**src/vtmc_pkg.sv**
```systemverilog
`default_nettype none

package vtmc_pkg;

    localparam int TEMP_W = 12;
    localparam int MS_W   = 20;
    localparam int CFG_IDX_W = 2;

    // input commands
    localparam logic [1:0] CMD_TICK   = 2'd0;
    localparam logic [1:0] CMD_SAMPLE = 2'd1;
    localparam logic [1:0] CMD_BUTTON = 2'd2;

    // buttons
    localparam logic [1:0] BTN_UP   = 2'd0;
    localparam logic [1:0] BTN_DOWN = 2'd1;
    localparam logic [1:0] BTN_OK   = 2'd2;
    localparam logic [1:0] BTN_MODE = 2'd3;

    // menu states
    localparam logic [1:0] MENU_HOME   = 2'd0;
    localparam logic [1:0] MENU_SELECT = 2'd1;
    localparam logic [1:0] MENU_LOWER  = 2'd2;
    localparam logic [1:0] MENU_UPPER  = 2'd3;

    // configuration register indexes
    localparam logic [CFG_IDX_W-1:0] CFG_BACKLIGHT_TO = 2'd0;
    localparam logic [CFG_IDX_W-1:0] CFG_MENU_TO      = 2'd1;
    localparam logic [CFG_IDX_W-1:0] CFG_RELAY_RUN    = 2'd2;

    localparam logic signed [TEMP_W-1:0] TEMP_MIN = -12'sd550;
    localparam logic signed [TEMP_W-1:0] TEMP_MAX = 12'sd1250;
    localparam logic [MS_W-1:0] MS_MAX = '1;

    localparam logic [MS_W-1:0] BACKLIGHT_TO_RST = 20'd30000;
    localparam logic [MS_W-1:0] MENU_TO_RST      = 20'd60000;
    localparam logic [MS_W-1:0] RELAY_RUN_RST    = 20'd100000;

    localparam logic signed [TEMP_W-1:0] LOW_RST  = 12'sd240;
    localparam logic signed [TEMP_W-1:0] HIGH_RST = 12'sd260;
    localparam logic signed [TEMP_W-1:0] TEMP_RST = 12'sd239;

    typedef struct packed {
        logic [MS_W-1:0] backlight_to;
        logic [MS_W-1:0] menu_to;
        logic [MS_W-1:0] relay_run;
    } cfg_t;

    typedef struct packed {
        logic [1:0]               menu_mode;
        logic                     auto_on;
        logic                     vent_open;
        logic                     backlight_on;
        logic signed [TEMP_W-1:0] lower_limit;
        logic signed [TEMP_W-1:0] upper_limit;
        logic                     drive_open;
        logic                     drive_close;
        logic                     drive_common;
        logic signed [TEMP_W-1:0] current_temp;
    } res_t;

endpackage

`default_nettype wire

```
**src/vtmc_cfg_regs.sv**
```systemverilog
`default_nettype none

module vtmc_cfg_regs (
    input  wire logic                             clk,
    input  wire logic                             rst_n,
    input  wire logic                             cfg_valid,
    output logic                                  cfg_ready,
    input  wire logic [vtmc_pkg::CFG_IDX_W-1:0]   cfg_index,
    input  wire logic [vtmc_pkg::MS_W-1:0]        cfg_data,
    output vtmc_pkg::cfg_t                        cfg
);

    logic [vtmc_pkg::MS_W-1:0] backlight_to_reg;
    logic [vtmc_pkg::MS_W-1:0] menu_to_reg;
    logic [vtmc_pkg::MS_W-1:0] relay_run_reg;

    assign cfg_ready = 1'b1;

    always_ff @(posedge clk or negedge rst_n)
    begin
        if (!rst_n)
        begin
            backlight_to_reg <= vtmc_pkg::BACKLIGHT_TO_RST;
            menu_to_reg      <= vtmc_pkg::MENU_TO_RST;
            relay_run_reg    <= vtmc_pkg::RELAY_RUN_RST;
        end
        else if (cfg_valid)
        begin
            case (cfg_index)
                vtmc_pkg::CFG_BACKLIGHT_TO: backlight_to_reg <= cfg_data;
                vtmc_pkg::CFG_MENU_TO:      menu_to_reg      <= cfg_data;
                vtmc_pkg::CFG_RELAY_RUN:    relay_run_reg    <= cfg_data;
                default:                    ;
            endcase
        end
    end

    assign cfg.backlight_to = backlight_to_reg;
    assign cfg.menu_to      = menu_to_reg;
    assign cfg.relay_run    = relay_run_reg;

endmodule

`default_nettype wire

```
**src/vtmc_core.sv**
```systemverilog
`default_nettype none

module vtmc_core (
    input  wire logic                               clk,
    input  wire logic                               rst_n,
    input  wire logic                               step,
    input  wire logic [1:0]                         cmd,
    input  wire logic [1:0]                         button,
    input  wire logic signed [vtmc_pkg::TEMP_W-1:0] temp_sample,
    input  wire vtmc_pkg::cfg_t                     cfg,
    output vtmc_pkg::res_t                          res_next
);

    logic [1:0]                          menu_reg,  menu_next;
    logic                                auto_reg,  auto_next;
    logic                                open_reg,  open_next;
    logic                                light_reg, light_next;
    logic [vtmc_pkg::MS_W-1:0]           idle_reg,  idle_next;
    logic signed [vtmc_pkg::TEMP_W-1:0]  low_reg,   low_next;
    logic signed [vtmc_pkg::TEMP_W-1:0]  high_reg,  high_next;
    logic signed [vtmc_pkg::TEMP_W-1:0]  temp_reg,  temp_next;
    logic [vtmc_pkg::MS_W-1:0]           run_reg,   run_next;
    logic                                dir_reg,   dir_next;
    logic                                running;

    always_comb
    begin
        menu_next  = menu_reg;
        auto_next  = auto_reg;
        open_next  = open_reg;
        light_next = light_reg;
        idle_next  = idle_reg;
        low_next   = low_reg;
        high_next  = high_reg;
        temp_next  = temp_reg;
        run_next   = run_reg;
        dir_next   = dir_reg;

        case (cmd)
            vtmc_pkg::CMD_TICK:
            begin
                if (idle_reg != vtmc_pkg::MS_MAX)
                    idle_next = idle_reg + 1'b1;
                if (light_reg && idle_next >= cfg.backlight_to)
                    light_next = 1'b0;
                if (idle_next >= cfg.menu_to)
                    menu_next = vtmc_pkg::MENU_HOME;
                if (run_reg != '0)
                    run_next = run_reg - 1'b1;
            end
            vtmc_pkg::CMD_SAMPLE:
            begin
                if (temp_sample < vtmc_pkg::TEMP_MIN)
                    temp_next = vtmc_pkg::TEMP_MIN;
                else if (temp_sample > vtmc_pkg::TEMP_MAX)
                    temp_next = vtmc_pkg::TEMP_MAX;
                else
                    temp_next = temp_sample;
            end
            vtmc_pkg::CMD_BUTTON:
            begin
                idle_next = '0;
                // a press on a dark display only wakes it
                if (!light_reg)
                    light_next = 1'b1;
                else
                begin
                    case (menu_reg)
                        vtmc_pkg::MENU_HOME:
                        begin
                            if (button == vtmc_pkg::BTN_UP)
                            begin
                                if (!auto_reg && !open_reg)
                                begin
                                    open_next = 1'b1;
                                    dir_next  = 1'b1;
                                    run_next  = cfg.relay_run;
                                end
                            end
                            else if (button == vtmc_pkg::BTN_DOWN)
                            begin
                                if (!auto_reg && open_reg)
                                begin
                                    open_next = 1'b0;
                                    dir_next  = 1'b0;
                                    run_next  = cfg.relay_run;
                                end
                            end
                            else if (button == vtmc_pkg::BTN_MODE)
                                menu_next = vtmc_pkg::MENU_SELECT;
                        end
                        vtmc_pkg::MENU_SELECT:
                        begin
                            if (button == vtmc_pkg::BTN_OK)
                            begin
                                auto_next = !auto_reg;
                                menu_next = vtmc_pkg::MENU_HOME;
                            end
                            else if (button == vtmc_pkg::BTN_MODE)
                                menu_next = vtmc_pkg::MENU_LOWER;
                        end
                        vtmc_pkg::MENU_LOWER:
                        begin
                            if (button == vtmc_pkg::BTN_UP)
                                low_next = (low_reg >= vtmc_pkg::TEMP_MAX) ?
                                           vtmc_pkg::TEMP_MAX : low_reg + 12'sd1;
                            else if (button == vtmc_pkg::BTN_DOWN)
                                low_next = (low_reg <= vtmc_pkg::TEMP_MIN) ?
                                           vtmc_pkg::TEMP_MIN : low_reg - 12'sd1;
                            else if (button == vtmc_pkg::BTN_OK)
                                menu_next = vtmc_pkg::MENU_HOME;
                            else
                                menu_next = vtmc_pkg::MENU_UPPER;
                        end
                        default:
                        begin
                            if (button == vtmc_pkg::BTN_UP)
                                high_next = (high_reg >= vtmc_pkg::TEMP_MAX) ?
                                            vtmc_pkg::TEMP_MAX : high_reg + 12'sd1;
                            else if (button == vtmc_pkg::BTN_DOWN)
                                high_next = (high_reg <= vtmc_pkg::TEMP_MIN) ?
                                            vtmc_pkg::TEMP_MIN : high_reg - 12'sd1;
                            else
                                menu_next = vtmc_pkg::MENU_HOME;
                        end
                    endcase
                end
            end
            default: ;
        endcase

        // automatic control sees the state left by this beat
        if (auto_next)
        begin
            if (temp_next > high_next && !open_next)
            begin
                open_next = 1'b1;
                dir_next  = 1'b1;
                run_next  = cfg.relay_run;
            end
            else if (temp_next < low_next && open_next)
            begin
                open_next = 1'b0;
                dir_next  = 1'b0;
                run_next  = cfg.relay_run;
            end
        end
    end

    assign running = (run_next != '0);

    assign res_next.menu_mode    = menu_next;
    assign res_next.auto_on      = auto_next;
    assign res_next.vent_open    = open_next;
    assign res_next.backlight_on = light_next;
    assign res_next.lower_limit  = low_next;
    assign res_next.upper_limit  = high_next;
    assign res_next.drive_open   = running & dir_next;
    assign res_next.drive_close  = running & !dir_next;
    assign res_next.drive_common = running;
    assign res_next.current_temp = temp_next;

    always_ff @(posedge clk or negedge rst_n)
    begin
        if (!rst_n)
        begin
            menu_reg  <= vtmc_pkg::MENU_HOME;
            auto_reg  <= 1'b1;
            open_reg  <= 1'b0;
            light_reg <= 1'b0;
            idle_reg  <= '0;
            low_reg   <= vtmc_pkg::LOW_RST;
            high_reg  <= vtmc_pkg::HIGH_RST;
            temp_reg  <= vtmc_pkg::TEMP_RST;
            run_reg   <= '0;
            dir_reg   <= 1'b0;
        end
        else if (step)
        begin
            menu_reg  <= menu_next;
            auto_reg  <= auto_next;
            open_reg  <= open_next;
            light_reg <= light_next;
            idle_reg  <= idle_next;
            low_reg   <= low_next;
            high_reg  <= high_next;
            temp_reg  <= temp_next;
            run_reg   <= run_next;
            dir_reg   <= dir_next;
        end
    end

    a_low_range: assert property (@(posedge clk) disable iff (!rst_n)
        low_reg >= vtmc_pkg::TEMP_MIN && low_reg <= vtmc_pkg::TEMP_MAX)
        else $error("lower limit out of range");

    a_high_range: assert property (@(posedge clk) disable iff (!rst_n)
        high_reg >= vtmc_pkg::TEMP_MIN && high_reg <= vtmc_pkg::TEMP_MAX)
        else $error("upper limit out of range");

    a_temp_range: assert property (@(posedge clk) disable iff (!rst_n)
        temp_reg >= vtmc_pkg::TEMP_MIN && temp_reg <= vtmc_pkg::TEMP_MAX)
        else $error("stored temperature out of range");

    a_press_clears_idle: assert property (@(posedge clk) disable iff (!rst_n)
        (step && cmd == vtmc_pkg::CMD_BUTTON) |=> (idle_reg == '0))
        else $error("button beat did not clear idle timer");

    a_dark_press_wakes_only: assert property (@(posedge clk) disable iff (!rst_n)
        (step && cmd == vtmc_pkg::CMD_BUTTON && !light_reg)
        |=> (light_reg && $stable(menu_reg) && $stable(low_reg) && $stable(high_reg)))
        else $error("press on dark display changed the menu");

endmodule

`default_nettype wire

```
**src/vent_thermostat_menu_controller_top.sv**
```systemverilog
`default_nettype none

// path: an accepted input beat is held in the input register, then its result in the
// result register; a stall on the result side can hold the beat in the input register
// throughput: one input beat per cycle while the result side keeps taking beats
// reset: rst_n clears all state and the timeout/run registers to their defaults
// and empties both pipeline registers; no beat is held across reset

module vent_thermostat_menu_controller_top (
    input  wire logic                               clk,
    input  wire logic                               rst_n,

    input  wire logic                               cfg_valid,
    output logic                                    cfg_ready,
    input  wire logic [vtmc_pkg::CFG_IDX_W-1:0]     cfg_index,
    input  wire logic [vtmc_pkg::MS_W-1:0]          cfg_data,

    input  wire logic                               in_valid,
    output logic                                    in_ready,
    input  wire logic [1:0]                         cmd,
    input  wire logic [1:0]                         button,
    input  wire logic signed [vtmc_pkg::TEMP_W-1:0] temp_sample,

    output logic                                    out_valid,
    input  wire logic                               out_ready,
    output logic [1:0]                              menu_mode,
    output logic                                    auto_on,
    output logic                                    vent_open,
    output logic                                    backlight_on,
    output logic signed [vtmc_pkg::TEMP_W-1:0]      lower_limit,
    output logic signed [vtmc_pkg::TEMP_W-1:0]      upper_limit,
    output logic                                    drive_open,
    output logic                                    drive_close,
    output logic                                    drive_common,
    output logic signed [vtmc_pkg::TEMP_W-1:0]      current_temp
);

    vtmc_pkg::cfg_t cfg;
    vtmc_pkg::res_t res_next;
    vtmc_pkg::res_t res_reg;

    logic                               in_valid_reg, in_valid_next;
    logic [1:0]                         cmd_reg;
    logic [1:0]                         button_reg;
    logic signed [vtmc_pkg::TEMP_W-1:0] sample_reg;
    logic                               out_valid_reg, out_valid_next;
    logic                               step;
    logic                               in_take;

    vtmc_cfg_regs u_cfg (
        .clk       (clk),
        .rst_n     (rst_n),
        .cfg_valid (cfg_valid),
        .cfg_ready (cfg_ready),
        .cfg_index (cfg_index),
        .cfg_data  (cfg_data),
        .cfg       (cfg)
    );

    vtmc_core u_core (
        .clk         (clk),
        .rst_n       (rst_n),
        .step        (step),
        .cmd         (cmd_reg),
        .button      (button_reg),
        .temp_sample (sample_reg),
        .cfg         (cfg),
        .res_next    (res_next)
    );

    // the held beat moves on when the result register is free or being drained
    assign step     = in_valid_reg && (!out_valid_reg || out_ready);
    assign in_ready = !in_valid_reg || step;
    assign in_take  = in_valid && in_ready;

    assign in_valid_next  = in_take || (in_valid_reg && !step);
    assign out_valid_next = step || (out_valid_reg && !out_ready);

    always_ff @(posedge clk or negedge rst_n)
    begin
        if (!rst_n)
        begin
            in_valid_reg  <= 1'b0;
            out_valid_reg <= 1'b0;
        end
        else
        begin
            in_valid_reg  <= in_valid_next;
            out_valid_reg <= out_valid_next;
        end
    end

    always_ff @(posedge clk)
    begin
        if (in_take)
        begin
            cmd_reg    <= cmd;
            button_reg <= button;
            sample_reg <= temp_sample;
        end
        if (step)
            res_reg <= res_next;
    end

    assign out_valid    = out_valid_reg;
    assign menu_mode    = res_reg.menu_mode;
    assign auto_on      = res_reg.auto_on;
    assign vent_open    = res_reg.vent_open;
    assign backlight_on = res_reg.backlight_on;
    assign lower_limit  = res_reg.lower_limit;
    assign upper_limit  = res_reg.upper_limit;
    assign drive_open   = res_reg.drive_open;
    assign drive_close  = res_reg.drive_close;
    assign drive_common = res_reg.drive_common;
    assign current_temp = res_reg.current_temp;

    a_drive_exclusive: assert property (@(posedge clk) disable iff (!rst_n)
        out_valid_reg |-> !(drive_open && drive_close))
        else $error("both direction relays driven");

    a_common_follows: assert property (@(posedge clk) disable iff (!rst_n)
        out_valid_reg |-> (drive_common == (drive_open || drive_close)))
        else $error("common relay out of step with direction relays");

    a_step_fills_out: assert property (@(posedge clk) disable iff (!rst_n)
        step |=> out_valid_reg)
        else $error("stepped beat did not reach result register");

endmodule

`default_nettype wire
```
**config.mk**
```make
export PLATFORM = sky130hd
export DESIGN_NAME = vent_thermostat_menu_controller_top
export DESIGN_NICKNAME = d
export VERILOG_FILES = /design/src/vtmc_pkg.sv /design/src/vtmc_cfg_regs.sv /design/src/vtmc_core.sv /design/src/vent_thermostat_menu_controller_top.sv
export SDC_FILE = /design/constraint.sdc
export NUM_CORES = 1
export LEC_CHECK = 0
export BUFFER_PORTS_ARGS = -buffer_cell sky130_fd_sc_hd__buf_2
export CORE_ASPECT_RATIO = 0.5
export CORE_MARGIN = 2
export CORE_UTILIZATION = 55
export CTS_BUF_LIST = sky130_fd_sc_hd__clkbuf_4 sky130_fd_sc_hd__clkbuf_8
export DETAILED_ROUTE_END_ITERATION = 6
export MAX_ROUTING_LAYER = met4
export PLACE_DENSITY_LB_ADDON = 0.1
export SETUP_SLACK_MARGIN = 0.2
export SYNTH_ARGS = -nofsm -noshare
export SYNTH_HDL_FRONTEND = slang
export SYNTH_SLANG_ARGS = --single-unit
```
**constraint.sdc**
```tcl
create_clock -name clk -period 5.1 [get_ports clk]
set_clock_uncertainty 0.15 [all_clocks]
set_input_delay 0.51 -clock clk [delete_from_list [all_inputs] [get_ports clk]]
set_output_delay 0.51 -clock clk [all_outputs]
set_load 0.02 [all_outputs]
```
==> results of run 1 <==
[metal layers]
| metal | global-route usage | wire length (µm) | vias to the layer above |
|---|---|---|---|
| li1 | - | - | 5249 |
| met5 | - | 0 | - |
| met2 | 0.5034 | 17490 | 413 |
| met3 | 0.04563 | 2108 | 81 |
| met1 | 0.4297 | 16250 | 5437 |
| met4 | 0.08468 | 912 | 0 |
[final timing paths]
check,startpoint,end,slack (ns),depth (start not counted)
max in group asynchronous,rst_n,u_cfg.menu_to_reg[4]$_DFFE_PN0P_,3.44,3
min reg2reg,u_core.temp_reg[5]$_DFFE_PN1P_,u_core.temp_reg[5]$_DFFE_PN1P_,0.32,2
min in group asynchronous,rst_n,u_core.temp_reg[9]$_DFFE_PN0P_,0.21,2
min,cfg_data[3],u_cfg.backlight_to_reg[3]$_DFFE_PN0P_,0.04,3
max,u_core.high_reg[0]$_DFFE_PN0P_,drive_close$_DFFE_PP_,0.33,18
max reg2reg,u_core.high_reg[0]$_DFFE_PN0P_,drive_close$_DFFE_PP_,0.33,18
[stage by stage]
stage          cell area [µm²]  hold slack, ns  std cells  setup TNS [ns]  power, mW
6_report                 14650         0.03508       1819               0      6.661
5_1_grt                  14650         0.01763       1819               0      7.092
4_1_cts                  14550        0.001540       1818               0      6.570
3_5_place_dp             13570          0.2648       1733         -0.5437      4.972
3_3_place_gp             13570          0.2721       1733         -0.1754      4.910
2_1_floorplan            12690         0.06441       1368               0      4.159
[where the power goes]
group | total (mW) | switching (mW) | internal, mW
clock network | 1.54 | 0.675 | 0.861
logic | 2.54 | 1.50 | 1.04
registers | 2.58 | 0.447 | 2.13
total | 6.66 | 2.62 | 4.04
[cells in the final DEF, fill, tap and decap left out, types with 51 or more instances in the layout]
| master | n |
|---|---|
| nand2_1 | 158 |
| dfrtp_1 | 110 |
| o21ai_0 | 109 |
| nor2_1 | 96 |
| buf_2 | 87 |
| inv_1 | 78 |
| a21oi_1 | 76 |
| ha_1 | 72 |
| edfxtp_1 | 60 |
| mux2_2 | 57 |
| buf_4 | 51 |
[kinds of logic (layout without fill, tap and decap cells)]
kind of cell | after synthesis | after routing
AO/OA/AOI/OAI | 378 | 378
XOR/XNOR | 27 | 27
adder cells (fa/ha/maj) | 72 | 72
buffers and inverters | 157 | 301
flip-flops | 204 | 204
multiplexers | 62 | 62
other | 1 | 1
AND/OR/NAND/NOR | 467 | 467
[area by class of cell]
type / count / area share
inverter: 79 / 0.02032
timing repair buffer: 165 / 0.07472
sequential: 204 / 0.3718
tap: 307 / 0.02622
multi-input combinational: 1007 / 0.4591
clock inverter: 7 / 0.005978
clock buffer: 50 / 0.04184
[worst min-delay path, stage by stage]
cell     delay (ns)
buf_2          0.11
nand2_1        0.05
o21ai_0        0.07
[repair_timing]
action | 4_1_cts | 5_1_grt
pin swaps | 0 | 2
gates cloned | 0 | 0
setup endpoints to repair | 18 | 24
setup buffers | 3 | 1
hold buffers | 25 | 0
gates resized for setup | 2 | 16
endpoints found under the hold margin | 53 | 0
==> results.json, run 1 <==
{
  "synth_commonest_cells": "nand2_1 (158), dfrtp_1 (110), o21ai_0 (109)",
  "grt_pass1_vias": 10910,
  "die_w_um": 218.8,
  "synth_top_family_by_area": "compound AO/OA/AOI/OAI gates",
  "grt_usage": 0.3173,
  "synthXorXnorAreaFrac": 0.01923,
  "synthToLayoutAreaGrowth_pct": 15.50,
  "die_area_um2": 24370,
  "path_buf_inv": 2,
  "synth_edf_count": 60,
  "vias": 11180,
  "slowest_delay_ns": 0.53,
  "finalCriticalPeriod_ns": 4.772,
  "rows": 39,
  "antenna_cells": 0,
  "synth_ff_type": "dfrtp_1",
  "core-area_um2": 22740,
  "cts_tree": "done",
  "setup_violations": 0,
  "synth-seq-cells": 204,
  "hold_class": "in -> reg",
  "wl_per_cell_um": 20.21,
  "die_h_um": 111.4,
  "cp_max_fo": 4,
  "powerDensity_nw_per_um2": 454.6,
  "worstSetupPathType": "reg -> reg",
  "synth_mux_area_frac": 0.05454,
  "yosys_warnings": 0,
  "final.setup.worst_slack_ns": 0.3283,
  "clockRootBuffer": "clkbuf_8",
  "postSynthCellCount": 1368,
  "synth-compound-area-share": 0.1918,
  "first_iter_violations": 1202,
  "clock-sinks": 204,
  "synth_top_cell_by_area": "dfrtp_1",
  "avgSynthCellArea_um2": 9.273,
  "route.detailed.drc": 1,
  "synthTopCellsByArea": "dfrtp_1 (22%), edfxtp_1 (14%), ha_1 (7.1%)",
  "hold_violations": 0,
  "synth_fa_ha_area_frac": 0.07101,
  "rsz0062_at_grt": "false",
  "period_share": 0.9356,
  "max-vdd-ir-drop_mv": 0.2814,
  "cts_buffer_depth": 3,
  "gp_routability_congestion": 0.9821,
  "port_buffers": 88,
  "dp_hpwl_um": 26360,
  "p_leak_nw": 6.249,
  "crit_required_ns": 5.30,
  "grt_pass1_wl_um": 59530,
  "grt_overflow": 0,
  "cpLargestDelayFamily": "simple AND/OR/NAND/NOR gates",
  "yosysTopAreaCellShare": 0.2170,
  "end_kind": "register",
  "status": "finished with violations",
  "synthMostInstantiatedCell": "nand2_1",
  "synth.distinct_cells": 86,
  "drive_above_1_share": 0.2189,
  "antenna_found_initial": 0,
  "crit_path_top_delay_cell": "or4_1",
  "timing.critical_path.cells": "inv_1, ha_1, nand3b_1, or4_1, or3_1, or3_1, a221oi_2, mux2_2, inv_1, ha_1, nand2_1, nand4_1, o311ai_4, a2111o_1, o21ai_2, and4b_1, a41oi_2, and2_1",
  "start_util": 0.5579,
  "place_ws_ns": -0.2355,
  "grt_max_degree": 65,
  "worst_slew_pin_slew_ns": 1.061,
  "io_pins": 90,
  "clk_pin_slew_ns": 0.07,
  "postLayoutCoreUtil": 0.6443,
  "max-cap-violations": 0,
  "postRouteAntennaNets": 0,
  "routed_wl_um": 36750,
  "syn_area_um2": 12690,
  "htreeDepth": 1,
  "clock.fmax_mhz": 209.6,
  "cp.arrival_ns": 4.97,
  "drv_slew": 0,
  "layout.nets": 1603,
  "numCtsBuffers": 31,
  "start_kind": "register",
  "synth_nets": 1483,
  "nFillCells": 1897,
  "seq_area_um2": 5448,
  "relSlewSlack": 0.2908,
  "violations": "DRC",
  "insertion_delay_ns": 0.60,
  "synth-simple-area-share": 0.1852,
  "synthArstFlopShare": 0.7059,
  "seq_area_frac_synth": 0.4294,
  "dr.pass1.iters": 7,
  "multiInputGateArea_um2": 6726,
  "viasPerCell": 6.146
}
(Power assumes the default switching activity.)
==> run 2: changes to the inputs <==
--- a/config.mk
+++ b/config.mk
@@ -12,7 +12,7 @@
 export CTS_BUF_LIST = sky130_fd_sc_hd__clkbuf_4 sky130_fd_sc_hd__clkbuf_8
 export DETAILED_ROUTE_END_ITERATION = 6
 export MAX_ROUTING_LAYER = met4
-export PLACE_DENSITY_LB_ADDON = 0.1
+export PLACE_DENSITY = 0.71
 export SETUP_SLACK_MARGIN = 0.2
 export SYNTH_ARGS = -nofsm -noshare
 export SYNTH_HDL_FRONTEND = slang
==> run 2 against run 1 <==
The run now ends clean. Critical path depth unchanged. Setup slack improved by 0.088 ns. Final area down 1.3%. Utilization is 0.86 points lower. Via count is 0.95% higher. Register-to-register slack improved by 0.09 ns. Sequential share of layout area grew 0.50 points. First-iteration DRC count shrank 12%. Cell count fell by 0.22%. Critical endpoint is now drive_open$_DFFE_PP_. Largest cell class unchanged.
==> results.json, run 2 (synthesis gave the netlist of run 1 again) <==
{
  "relSlewSlack": 0.2538,
  "period_share": 0.9184,
  "cp_max_fo": 4,
  "seq_area_um2": 5448,
  "io_pins": 90,
  "postRouteAntennaNets": 0,
  "die_w_um": 218.8,
  "dr.pass1.iters": 5,
  "numCtsBuffers": 30,
  "gp_routability_congestion": 0.9748,
  "antenna_found_initial": 0,
  "end_kind": "register",
  "drive_above_1_share": 0.2109,
  "insertion_delay_ns": 0.60,
  "swShare": 0.4101,
  "grt_pass1_vias": 11060,
  "status": "finished, final reports clean",
  "worst_slew_pin_slew_ns": 1.116,
  "port_buffers": 88,
  "timing.critical_path.cells": "inv_1, ha_1, nand3b_1, or4_1, or3_1, or3_1, a221oi_2, mux2_2, inv_1, ha_1, o211ai_1, nand4_1, o311ai_2, a2111o_1, o21ai_2, and4b_1, a41oi_2, o211a_1",
  "cp-startpoint": "u_core.high_reg[0]$_DFFE_PN0P_",
  "die_area_um2": 24370,
  "mostFrequentLayoutCells": "nand2_1 (158), dfrtp_1 (110), o21ai_0 (109)",
  "finalCriticalPeriod_ns": 4.684,
  "grt_pass1_wl_um": 59660,
  "p_leak_nw": 6.150,
  "viasPerCell": 6.218,
  "htreeDepth": 1,
  "wl_per_cell_um": 20.40,
  "start_util": 0.5579,
  "antenna_cells": 0,
  "dp_hpwl_um": 26410,
  "cts_tree": "done",
  "grt_overflow": 0,
  "cts_buffer_depth": 3,
  "route.detailed.drc": 0,
  "clock.fmax_mhz": 213.5,
  "p_int_mw": 3.815,
  "share_comb_of_total_power": 0.394,
  "rsz0062_at_grt": "false",
  "hold_class": "in -> reg",
  "nFillCells": 1964,
  "hp-start": "cfg_data[6]",
  "clockRootBuffer": "clkbuf_8",
  "die_h_um": 111.4,
  "clock-sinks": 204,
  "synthToLayoutAreaGrowth_pct": 13.96,
  "rows": 39,
  "hold_violations": 0,
  "power_frac_seq": 0.398,
  "clk_pin_slew_ns": 0.08,
  "first_iter_violations": 1062,
  "grt_usage": 0.3179,
  "start_kind": "register",
  "final_cells": 1815,
  "clock_power_share": 0.209,
  "crit_required_ns": 5.29,
  "slowest_delay_ns": 0.51,
  "powerDensity_nw_per_um2": 447.4,
  "max-cap-violations": 0,
  "cp.arrival_ns": 4.88,
  "mostFrequentLayoutCell": "nand2_1",
  "final.setup.worst_slack_ns": 0.4164,
  "max-vdd-ir-drop_mv": 0.2649,
  "drv_slew": 0,
  "grt_max_degree": 69,
  "core-area_um2": 22740,
  "multiInputGateArea_um2": 6673,
  "placed_cells": 1731,
  "switchingPower_mw": 2.653,
  "worstSetupPathType": "reg -> reg",
  "fin_area_um2": 14460,
  "placed_area_um2": 13550,
  "setup_violations": 0,
  "layout.nets": 1599,
  "place_ws_ns": -0.2801,
  "vias": 11290,
  "crit_path_top_delay_cell": "or4_1",
  "reg2reg_from": "u_core.high_reg[0]$_DFFE_PN0P_",
  "routed_wl_um": 37030
}
==> run 2: per-layer routing <==
layer / global-route usage / routed length, µm
met2: 0.5114 / 17520
met4: 0.09189 / 939
met3: 0.04836 / 2275
met1: 0.4200 / 16290
met5: - / 0
==> run 2: final cells by class <==
cell class,instances,area share
multi-input cells,1007,0.4616
flip-flops and latches,204,0.3768
repair buffers,162,0.07374
clock buffers,36,0.03211
well taps,307,0.02657
inverters,79,0.02060
clock inverters,20,0.008568
==> run 2: what timing repair did <==
| action | 4_1_cts | 5_1_grt |
|---|---|---|
| endpoints found under the setup margin | 18 | 24 |
| pin swaps | 0 | 1 |
| hold buffers | 24 | 0 |
| gates cloned | 0 | 1 |
| gates resized for setup | 1 | 10 |
| endpoints found under the hold margin | 76 | 0 |
| setup buffers | 2 | 1 |
==> run 2: path summary, 6_finish.rpt <==
| path | endpoint | slack (ns) | depth (start not counted) |
|---|---|---|---|
| max | drive_open$_DFFE_PP_ | 0.42 | 18 |
| min | u_cfg.backlight_to_reg[6]$_DFFE_PN0P_ | 0.02 | 3 |
| max reg2reg | drive_open$_DFFE_PP_ | 0.42 | 18 |
| min reg2reg | u_core.temp_reg[3]$_DFFE_PN1P_ | 0.31 | 2 |
| max in group asynchronous | u_cfg.backlight_to_reg[8]$_DFFE_PN1P_ | 3.36 | 3 |
| min in group asynchronous | u_core.high_reg[7]$_DFFE_PN0P_ | 0.34 | 2 |
==> run 2: worst max-delay path, delay by kind of cell, from the launching register on <==
kind / cells / cell delay (ns)
AO/OA/AOI/OAI: 7 / 1.25
adder cells (fa/ha/maj): 2 / 0.49
buffers and inverters: 2 / 0.12
flip-flops: 1 / 0.40
multiplexers: 1 / 0.21
AND/OR/NAND/NOR: 6 / 1.80
==> run 2: power by group through the flow <==
stage	Combinational, mW	Clock, mW	Sequential, mW
finish	2.55	1.35	2.57
global route	2.79	1.46	2.62
CTS	2.45	1.38	2.55
detailed placement	2.39	0	2.58
global placement	2.33	0	2.57
floorplan	1.70	0	2.45
==> run 2: through the flow <==
step	util	hold WS (ns)	setup TNS, ns	power [mW]
detailed placement	0.5959	0.2993	-0.7217	4.973
CTS	0.6333	0.003725	0	6.378
global placement	0.5959	0.2999	-0.2255	4.897
floorplan	-	0.06441	0	4.159
finish	0.6357	0.01691	0	6.468
global route	0.6357	0.01609	0	6.868
